## config.mk

```make
export PLATFORM = sky130hd
export DESIGN_NAME = can_packet_reassembler_core
export DESIGN_NICKNAME = d
export VERILOG_FILES = /design/src/hw/rtl/cpr_pkg.sv /design/src/hw/rtl/can_packet_reassembler_core.sv
export VERILOG_INCLUDE_DIRS = /design/src /design/src/hw/rtl
export SDC_FILE = /design/constraint.sdc
export NUM_CORES = 1
export LEC_CHECK = 0
export ABC_AREA = 1
export BUFFER_PORTS_ARGS = -buffer_cell sky130_fd_sc_hd__buf_2
export CAP_MARGIN = 10
export CORE_MARGIN = 1
export CORE_UTILIZATION = 40
export DETAILED_ROUTE_END_ITERATION = 10
export PLACE_DENSITY = 0.63
export SLEW_MARGIN = 0
export SYNTH_ARGS = -nofsm -noshare
export SYNTH_HDL_FRONTEND = slang
export SYNTH_SLANG_ARGS = --single-unit
```

## constraint.sdc

```tcl
create_clock -name clk -period 4.9 [get_ports clk]
set_clock_uncertainty 0.2 [all_clocks]
set_input_delay 0.735 -clock clk [delete_from_list [all_inputs] [get_ports clk]]
set_output_delay 0.735 -clock clk [all_outputs]
set_load 0.02 [all_outputs]
```

## src/hw/rtl/can_packet_reassembler_core_defines.svh

```systemverilog
`ifndef CAN_PACKET_REASSEMBLER_CORE_DEFINES_SVH
`define CAN_PACKET_REASSEMBLER_CORE_DEFINES_SVH

// same-cycle implication, checked while out of reset
`define CPR_ASSERT_NOW(lbl, ante, cons) \
  lbl: assert property (@(posedge clk) disable iff (rst) (ante) |-> (cons)) \
    else $error("cpr assertion failed");

// next-cycle implication, checked while out of reset
`define CPR_ASSERT_NEXT(lbl, ante, cons) \
  lbl: assert property (@(posedge clk) disable iff (rst) (ante) |=> (cons)) \
    else $error("cpr assertion failed");

`endif

```

## src/hw/rtl/cpr_pkg.sv

```systemverilog
`timescale 1ns / 1ps

package cpr_pkg;

  localparam int FRAME_BYTES  = 8;
  localparam int HEADER_BYTES = 3;
  localparam int IDX_W        = 6;
  localparam int CFG_DATA_W   = 16;

  localparam logic [10:0] RECEIVE_ID_RST  = 11'd546;
  localparam logic [7:0]  START_BYTE_RST  = 8'd170;
  localparam logic [15:0] LENGTH_MASK_RST = 16'd1023;
  localparam logic [6:0]  MIN_LENGTH_RST  = 7'd15;

  typedef enum logic [1:0] {
    CFG_RECEIVE_ID  = 2'd0,
    CFG_START_BYTE  = 2'd1,
    CFG_LENGTH_MASK = 2'd2,
    CFG_MIN_LENGTH  = 2'd3
  } cfg_index_t;

  typedef enum logic [1:0] {
    ST_IDLE,
    ST_SCAN,
    ST_DRAIN
  } state_t;

  typedef struct packed {
    logic [10:0] frame_ident;
    logic [3:0]  frame_count;
    logic [7:0]  byte_0;
    logic [7:0]  byte_1;
    logic [7:0]  byte_2;
    logic [7:0]  byte_3;
    logic [7:0]  byte_4;
    logic [7:0]  byte_5;
    logic [7:0]  byte_6;
    logic [7:0]  byte_7;
  } frame_t;

  typedef struct packed {
    logic [7:0]       packet_byte;
    logic [IDX_W-1:0] byte_index;
    logic             final_res;
  } packet_t;

endpackage

```

## src/hw/rtl/can_packet_reassembler_core.sv

```systemverilog
`timescale 1ns / 1ps
// can_packet_reassembler_core
// frame channel: one CAN frame per item (identifier, byte count, eight bytes).
// frames whose identifier differs from receive_id are dropped while idle.
// an accepted frame is scanned one byte per cycle over its count bytes (1 to 8),
// with the frame input closed meanwhile; the scan is the serial loop over the bytes.
// bytes are hunted for start_byte and written into a 64 x 8 packet memory;
// the length word in bytes 1..2 is masked and range checked.
// packet channel: when the packet completes, the frame's remaining bytes are
// dropped and the packet is read from memory one byte per cycle while the
// receiver takes them (a registered memory read, then the output register).
// the frame channel reopens once the reads reach the packet length and the
// state returns to idle; the output register and read stage part the two channels.
// a stalled receiver holds the current item and stops the memory reads.
// cfg channel: always ready, to be written only while the block is idle.
// reset (synchronous): clears the assembly, restores register defaults and
// empties the output; packet memory contents are not cleared.
`include "can_packet_reassembler_core_defines.svh"

module can_packet_reassembler_core
  import cpr_pkg::*;
#(
  parameter int MAX_PACKET = 64
) (
  input  logic                  clk,
  input  logic                  rst,
  input  logic                  frame_valid,
  output logic                  frame_ready,
  input  frame_t                frame,
  output logic                  packet_valid,
  input  logic                  packet_ready,
  output packet_t               packet,
  input  logic                  cfg_valid,
  output logic                  cfg_ready,
  input  cfg_index_t            cfg_index,
  input  logic [CFG_DATA_W-1:0] cfg_data
);

  localparam int AW = $clog2(MAX_PACKET);
  localparam int CW = $clog2(MAX_PACKET + 1);

  logic [10:0] receive_id;
  logic [7:0]  start_byte;
  logic [15:0] size_mask;
  logic [6:0]  min_length;

  state_t state, state_next;
  logic [CW-1:0] held_count, held_count_next;
  logic [CW-1:0] expected_total, expected_total_next;
  logic [7:0]    hdr_lo, hdr_lo_next;
  logic [7:0]    fbytes [FRAME_BYTES];
  logic [7:0]    fbytes_next [FRAME_BYTES];
  logic [3:0]    scan_left, scan_left_next;
  logic [CW-1:0] dr_total, dr_total_next;
  logic [CW-1:0] rd_idx;

  logic [7:0]    mem [MAX_PACKET];
  logic          mem_we;
  logic [AW-1:0] mem_wa;
  logic [7:0]    rdata;
  logic          rd_issue;
  logic          rd_pending;
  logic [AW-1:0] pend_idx;
  logic          pend_last;
  logic          move;

  logic [7:0]    cur_byte;
  logic [CW-1:0] held_inc;
  logic [15:0]   word;
  logic          total_ok;
  logic [CW-1:0] exp_new;
  logic [3:0]    sat_count;

  assign cfg_ready = 1'b1;
  assign frame_ready = (state == ST_IDLE);
  assign cur_byte = fbytes[0];
  assign held_inc = held_count + 1'b1;
  assign word = {cur_byte, hdr_lo} & size_mask;
  assign total_ok = (word >= {9'd0, min_length}) && (word <= 16'(MAX_PACKET));
  assign sat_count = (frame.frame_count > 4'(FRAME_BYTES)) ? 4'(FRAME_BYTES)
                                                            : frame.frame_count;
  assign move = rd_pending && (!packet_valid || packet_ready);
  assign rd_issue = (state == ST_DRAIN) && (rd_idx != dr_total) && (!rd_pending || move);

  always_ff @(posedge clk) begin
    if (rst) begin
      receive_id  <= RECEIVE_ID_RST;
      start_byte  <= START_BYTE_RST;
      size_mask   <= LENGTH_MASK_RST;
      min_length  <= MIN_LENGTH_RST;
    end else if (cfg_valid && cfg_ready) begin
      unique case (cfg_index)
        CFG_RECEIVE_ID:  receive_id  <= cfg_data[10:0];
        CFG_START_BYTE:  start_byte  <= cfg_data[7:0];
        CFG_LENGTH_MASK: size_mask   <= cfg_data;
        CFG_MIN_LENGTH:  min_length  <= cfg_data[6:0];
        default: ;
      endcase
    end
  end

  always_comb begin
    state_next          = state;
    held_count_next     = held_count;
    expected_total_next = expected_total;
    hdr_lo_next         = hdr_lo;
    fbytes_next         = fbytes;
    scan_left_next      = scan_left;
    dr_total_next       = dr_total;
    mem_we              = 1'b0;
    mem_wa              = held_count[AW-1:0];
    exp_new             = expected_total;
    unique case (state)
      ST_IDLE: begin
        if (frame_valid && frame.frame_ident == receive_id && sat_count != 4'd0) begin
          fbytes_next[0] = frame.byte_0;
          fbytes_next[1] = frame.byte_1;
          fbytes_next[2] = frame.byte_2;
          fbytes_next[3] = frame.byte_3;
          fbytes_next[4] = frame.byte_4;
          fbytes_next[5] = frame.byte_5;
          fbytes_next[6] = frame.byte_6;
          fbytes_next[7] = frame.byte_7;
          scan_left_next = sat_count;
          state_next     = ST_SCAN;
        end
      end
      ST_SCAN: begin
        for (int j = 0; j < FRAME_BYTES - 1; j++) begin
          fbytes_next[j] = fbytes[j+1];
        end
        scan_left_next = scan_left - 1'b1;
        if (scan_left == 4'd1) begin
          state_next = ST_IDLE;
        end
        if (held_count == '0 || held_count >= CW'(MAX_PACKET)) begin
          held_count_next     = '0;
          expected_total_next = '0;
          if (cur_byte == start_byte) begin
            mem_we          = 1'b1;
            mem_wa          = '0;
            held_count_next = CW'(1);
          end
        end else begin
          mem_we          = 1'b1;
          held_count_next = held_inc;
          if (held_count == CW'(1)) begin
            hdr_lo_next = cur_byte;
          end
          if (held_inc == CW'(HEADER_BYTES)) begin
            exp_new = total_ok ? CW'(word) : '0;
            if (!total_ok) begin
              held_count_next = '0;
            end
          end
          expected_total_next = exp_new;
          if (exp_new != '0 && held_inc >= exp_new) begin
            dr_total_next       = exp_new;
            held_count_next     = '0;
            expected_total_next = '0;
            state_next          = ST_DRAIN;
          end
        end
      end
      ST_DRAIN: begin
        if (rd_idx == dr_total) begin
          state_next = ST_IDLE;
        end
      end
      default: state_next = ST_IDLE;
    endcase
  end

  always_ff @(posedge clk) begin
    if (rst) begin
      state          <= ST_IDLE;
      held_count     <= '0;
      expected_total <= '0;
    end else begin
      state          <= state_next;
      held_count     <= held_count_next;
      expected_total <= expected_total_next;
    end
  end

  always_ff @(posedge clk) begin
    hdr_lo    <= hdr_lo_next;
    fbytes    <= fbytes_next;
    scan_left <= scan_left_next;
    dr_total  <= dr_total_next;
  end

  always_ff @(posedge clk) begin
    if (rst) begin
      rd_idx <= '0;
    end else if (state == ST_SCAN && state_next == ST_DRAIN) begin
      rd_idx <= '0;
    end else if (rd_issue) begin
      rd_idx <= rd_idx + 1'b1;
    end
  end

  always_ff @(posedge clk) begin
    if (mem_we) begin
      mem[mem_wa] <= cur_byte;
    end
    if (rd_issue) begin
      rdata <= mem[rd_idx[AW-1:0]];
    end
  end

  always_ff @(posedge clk) begin
    if (rst) begin
      rd_pending <= 1'b0;
    end else if (rd_issue) begin
      rd_pending <= 1'b1;
    end else if (move) begin
      rd_pending <= 1'b0;
    end
  end

  always_ff @(posedge clk) begin
    if (rd_issue) begin
      pend_idx  <= rd_idx[AW-1:0];
      pend_last <= (CW'(rd_idx + 1'b1) == dr_total);
    end
  end

  always_ff @(posedge clk) begin
    if (rst) begin
      packet_valid <= 1'b0;
    end else if (move) begin
      packet_valid <= 1'b1;
    end else if (packet_ready) begin
      packet_valid <= 1'b0;
    end
  end

  always_ff @(posedge clk) begin
    if (move) begin
      packet.packet_byte <= rdata;
      packet.byte_index  <= IDX_W'(pend_idx);
      packet.final_res   <= pend_last;
    end
  end

  `CPR_ASSERT_NOW(a_held_range, 1'b1, held_count <= CW'(MAX_PACKET))
  `CPR_ASSERT_NOW(a_mem_one_port, mem_we, !rd_issue)
  `CPR_ASSERT_NEXT(a_read_lands, rd_issue, rd_pending)
  `CPR_ASSERT_NOW(a_drain_nonempty, state == ST_DRAIN, dr_total != '0)

endmodule
```

# == Word level (Yosys, flattened, before mapping) ==
# Memories as Yosys holds them, arrays and structs flattened. A register that Yosys moved wholly into a read port is not among the register bits.
# Cells that the tools add are included.
# totals
n_memories,1
ramBits,512
reg_bits,172
in_bits,102
word_cells,116
# mem_list
memory,words,width,read_ports,rd_clocked_by_memory_dff,wr,line_no,source
mem,64,8,1,1,1,can_packet_reassembler_core.sv:57,logic [7:0] mem [MAX_PACKET];
# classes
bitwise,2
n_reduce_logical,30
eq_ne,15
mux,34
addsub,3
order_cmp,5
# ops
op,n
$pmux 56 s2,1
$mux 7,10
$mux 64,1
$mux 6,3
$and 16x16->16,1
$ge 16x7->1,1
$le 16x7->1 const B,1
$add 7x1->7 const B,2
$eq 7x7->1,2
$reduce_and 2->1,6
$eq 11x11->1,1
$mux 1,10
$mux 2,5
$eq 2x2->1 const B,4
$eq 8x8->1,1
$logic_and 1x1->1,8
$mux 4,2
$pmux 4 s2,1
$eq 7x1->1 const B,1
$eq 7x2->1 const B,1
$ge 7x7->1,1
$ge 7x7->1 const B,1
$logic_not 7->1,1
$ne 7x7->1,1
15 further kinds,23

# == Depth between registers and ports, before layout ==
# logic_depth
ltp_word,15
ltp_mapped,25

# == Worst setup path after synthesis ==
# No wires, ideal clock.
# synth_timing
path_kind,input -> register
start,in frame[76] (netlist name)
end,"reg fbytes, in the netlist cur_byte[0], enable pin"
setup_slack_ps,-294
arrival_ps,4494
stages,6
setup_ps,500
required_time_ps,4200
cell_sequence,xor2_1 > nand3b_1 > nor4_1 > nand3b_1 > clkbuf_1 > a21oi_1
# synth_via
elab_chain_cells,5
# synth_rtl
element,line_no,source
start: declaration,can_packet_reassembler_core.sv:29,"input frame_t frame,"
$eq 11x11->1,can_packet_reassembler_core.sv:115,if (frame_valid && frame.frame_ident == receive_id && sat_count != 4'd0) begin
$logic_and 1x1->1 (2 in series),can_packet_reassembler_core.sv:115,
$ne 2x1->1 (no source line),-,
$reduce_and 2->1 (no source line),-,
end signal: assignment,can_packet_reassembler_core.sv:188,fbytes <= fbytes_next;
end: declaration,can_packet_reassembler_core.sv:51,logic [7:0] fbytes [FRAME_BYTES];
# No other way between the ends.
# A chain may end at the register's enable or synchronous reset.

# == Final worst setup path ==
# layout_timing
start,reg held_count[0]
end,"mem mem[29][2], enable pin"
# layout_via
elab_chain_cells,6
elab_cells_between_ends,10
cone_classes,1 x order compare; 7 x mux; 2 x reduce/logical
# layout_rtl
element,line_no,source
start: declaration,can_packet_reassembler_core.sv:48,"logic [CW-1:0] held_count, held_count_next;"
start signal: assignment,can_packet_reassembler_core.sv:181,held_count <= held_count_next;
$ge 7x7->1 / $logic_not 7->1 (equally long branches),can_packet_reassembler_core.sv:136,if (held_count == '0 || held_count >= CW'(MAX_PACKET)) begin
$logic_or 1x1->1,can_packet_reassembler_core.sv:136,
$mux 1,can_packet_reassembler_core.sv:136,
$mux 1,can_packet_reassembler_core.sv:113,unique case (state)
$mux 1,can_packet_reassembler_core.sv:204,if (mem_we) begin
$mux 1 (not written as such),can_packet_reassembler_core.sv:205,mem[mem_wa] <= cur_byte;
end: declaration,can_packet_reassembler_core.sv:57,
# Parallel ways exist; a longest one is shown, timed or not.

==> results by group <==
Run status
  • Status: completed

Synth
  • Main synth FF type: edfxtp_1
  • Largest family of logic cells by synthesized area: compound AO/OA/AOI/OAI gates
  • Register bit total from synthesis: 692
  • Adder-cell area share of the yosys netlist: 0.875%
  • Syn_nets: 2584
  • Synthesized netlist cell count: 2462
  • Sequential element share of the synthesized area: 70.3%
  • FFs w/ async S/R, synth: 0%
  • Synth warn: 0
  • Number of synthesized flops with an enable pin: 625
  • Synth Area in Simple Gates: 12.2%
  • Synthesized area per cell: 11.6 sq um
  • Cell Area, Synth: 28600 sq um
  • Mux cell area share after synthesis: 0%
  • Compound-cell area share of the yosys netlist: 12.4%
  • Post-synth cell types: 44
  • Xor/xnor share of the synthesized area: 0.731%

Cells and area
  • Area growth syn-to-layout: 15.3%
  • Diode count: 0
  • Final Core Density: 46.8%
  • Layout cell share with drive strength beyond 1: 14.8%
  • Sequential Area: 20100 sq um
  • Nets@finish: 2728
  • Area of the multi-input gates: 7520 sq um
  • FILL cells: 6279

Detailed routing
  • Residual DRC count: 0
  • Metal-1 WL: 30.6 mm
  • DR top layer: met4
  • DRT antenna net count: 0
  • Vias: 19700
  • Detailed Route WL: 74.0 mm
  • Metal3 WL: 5.53 mm
  • Met2 WL post-DR: 35.6 mm
  • Vias/cell: 5.47
  • Drt first pass iters: 5
  • Avg WL per Cell: 20.5 microns
  • 1st-iter DRT viols: 2136

Die
  • Die ar.: 72600 sq um
  • Initial Util: 40.6%
  • Die Height: 269 microns
  • Core area: 70400 sq um
  • Die extent in x: 269 microns
  • IO Pins: 120
  • Core Rows: 97

Power
  • Maximum vdd drop: 0.283 mV
  • Leakage: 11.5 nW
  • PD cells: 363 nW/um^2

Global routing
  • Initial antenna violation count: 1
  • First-pass GRT wire length: 115 mm
  • Number of global-route vias before repair: 19800
  • Largest net degree at the start of global routing: 110
  • GRT overflow: 0
  • Total GRT Usage: 20.4%

Setup path
  • Crit path cell chain: clkinv_1 -> ha_1 -> a31oi_1 -> nor2_2 -> nor2_1 -> nand3_1 -> nor2_1
  • Crit. End Element: flop
  • Kind of critical path: reg2reg
  • Critical Path Start Type: flop
  • CP Data Required Time: 4.94 ns
  • Slowest library cell on the worst path: nor2_1
  • CP most frequent cell: nor2_1
  • Worst Path Arrival: 3.95 ns
  • CP Max Fanout: 11
  • CP peak stage delay: 0.70 ns

STA
  • Setup Viol. Count Final: 0
  • Worst slew margin relative to its limit: 27.8%
  • Max Fclk: 0.256 GHz
  • RSZ-0062 raised after global routing: no
  • Tmin final: 3.91 ns
  • Setup TNS: 0 ns
  • Fin crit share: 79.8%
  • Hold Fails Final Rpt: 0
  • Final Max Tran Viols: 0
  • Worst slew pin tran: 1.07 ns

Hold path
  • Hold Path Class: in2reg

Clocking
  • Worst-skew pair later-pin latency: 0.61 ns
  • Sink Count: 692
  • H-tree depth: 3
  • Clock root buffer: clkbuf_16
  • Num CTS Buffers: 72
  • Clk slew on worst S/H paths: 0.06 ns
  • Bufs on Longest Clock Path: 3
  • CTS resizes: 0
  • Post-CTS setup buffer count: 0
  • Cts hold-fix bufs: 0
  • Clock tree from TritonCTS: yes

Job
  • Max cap viols: 0

Place
  • Placer congestion estimate: 0.886
  • Hpwl dp: 45.8 mm
  • PortBufs: 118
[cells in the mapped netlist, types with 7 or more instances]
master | n | area, sq um
nand3_2 | 13 | 130
o21ai_0 | 406 | 2030
o22ai_1 | 138 | 863
ha_1 | 20 | 250
dfxtp_1 | 67 | 1340
a21oi_1 | 35 | 175
nand4_1 | 16 | 100
nand2_1 | 267 | 1000
inv_1 | 95 | 357
clkbuf_1 | 127 | 477
a21oi_2 | 11 | 96.3
nand2_2 | 14 | 87.6
nor2_1 | 436 | 1640
xnor2_1 | 12 | 105
inv_2 | 7 | 26.3
nor3_1 | 16 | 80.1
o221ai_1 | 18 | 158
buf_2 | 10 | 50.1
nand3_1 | 49 | 245
o211ai_1 | 17 | 128
xor2_1 | 10 | 87.6
edfxtp_1 | 625 | 18800
[critical path: cells and delay by family, from the launching register on]
family                   cells  cell delay, ns
AND/OR/NAND/NOR              4            1.71
flip-flops                   1            0.55
buffers and inverters        1            0.38
adder cells (fa/ha/maj)      1            0.32
AO/OA/AOI/OAI                1            0.38
[metal layers]
layer,global-route usage [%],vias to the layer above
met4,6.70,0
met2,33.6,801
li1,-,9144
met5,0,-
met1,27.3,9646
met3,3.49,135
[power breakdown]
part           switching (mW)  leakage, nW  total [mW]  internal, mW
clock                    2.27         1.14        5.46          3.19
combinational          0.0820         4.16       0.143        0.0612
sequential            0.00893         6.21        6.36          6.35
total                    2.36         11.5        12.0          9.60
[kinds of logic (layout without fill, tap and decap cells)]
logic type      count (synthesis)  in the layout
xor+xnor                       23             23
flops                         692            692
other cells                     1              1
fa+ha+maj                      20             20
buf+inv                       252            454
simple gates                  836            836
compound gates                638            638
[cell usage in the layout, fill, tap and decap left out, drive strengths merged, types with 2 or more instances in the layout]
cell type	count
nor2	443
clkinvlp	6
o221ai	18
nor3	16
nor4	5
inv	106
buf	216
nand3	63
a21oi	46
ha	20
clkbuf	95
nand2	283
o21bai	2
nand4	16
o2111ai	2
xnor2	12
o22ai	138
edfxtp	625
xor2	11
o32ai	5
clkinv	26
nand3b	4
or2	5
bufinv	5
dfxtp	67
o21ai	407
o211ai	17
[registers in the layout, indices dropped and copies added (netlist names), 2 cells and up]
name	count
scan_left	4
packet	15
pend_idx	6
hdr_lo	8
mem	512
start_byte	8
receive_id	11
held_count	7
expected_total	7
rdata	8
state	2
dr_total	7
fbytes	56
cur_byte	8
rd_idx	7
min_length	7
size_mask	16
[layout make-up]
| cell class | count | share of cell area (%) |
|---|---|---|
| clock buffers | 95 | 6.14 |
| clock inverters | 37 | 1.02 |
| inverters | 106 | 1.22 |
| multi-input cells | 1518 | 22.8 |
| flip-flops and latches | 692 | 61.0 |
| well taps | 940 | 3.57 |
| repair buffers | 216 | 4.21 |
[metrics by stage]
| step | cell area [sq um] | power (mW) | cells | setup WS, ns | hold slack (ns) |
|---|---|---|---|---|---|
| after floorplan | 28600 | 6.56 | 2462 | 0.909 | 0.200 |
| after global placement | 30600 | 6.63 | 3472 | 1.23 | 0.208 |
| after detailed placement | 30600 | 6.63 | 3472 | 1.12 | 0.206 |
| after CTS | 33000 | 12.1 | 3604 | 1.10 | 0.0594 |
| after global routing | 33000 | 12.3 | 3604 | 0.762 | 0.0704 |
| final | 33000 | 12.0 | 3604 | 0.990 | 0.0942 |
[final timing paths]
check / startpoint / to / slack, ns / cells past startpoint
worst max register to register: held_count[0]$_SDFFE_PP0P_ / mem[29][2]$_DFFE_PP_ / 0.99 / 7
worst min register to register: pend_idx[5]$_DFFE_PP_ / packet[6]$_DFFE_PP_ / 0.21 / 0
worst max-delay path: held_count[0]$_SDFFE_PP0P_ / mem[29][2]$_DFFE_PP_ / 0.99 / 7
worst min-delay path: frame[6] / fbytes[6]$_DFFE_PP_ / 0.09 / 1
Note: power is estimated with default switching activity, not from simulation.
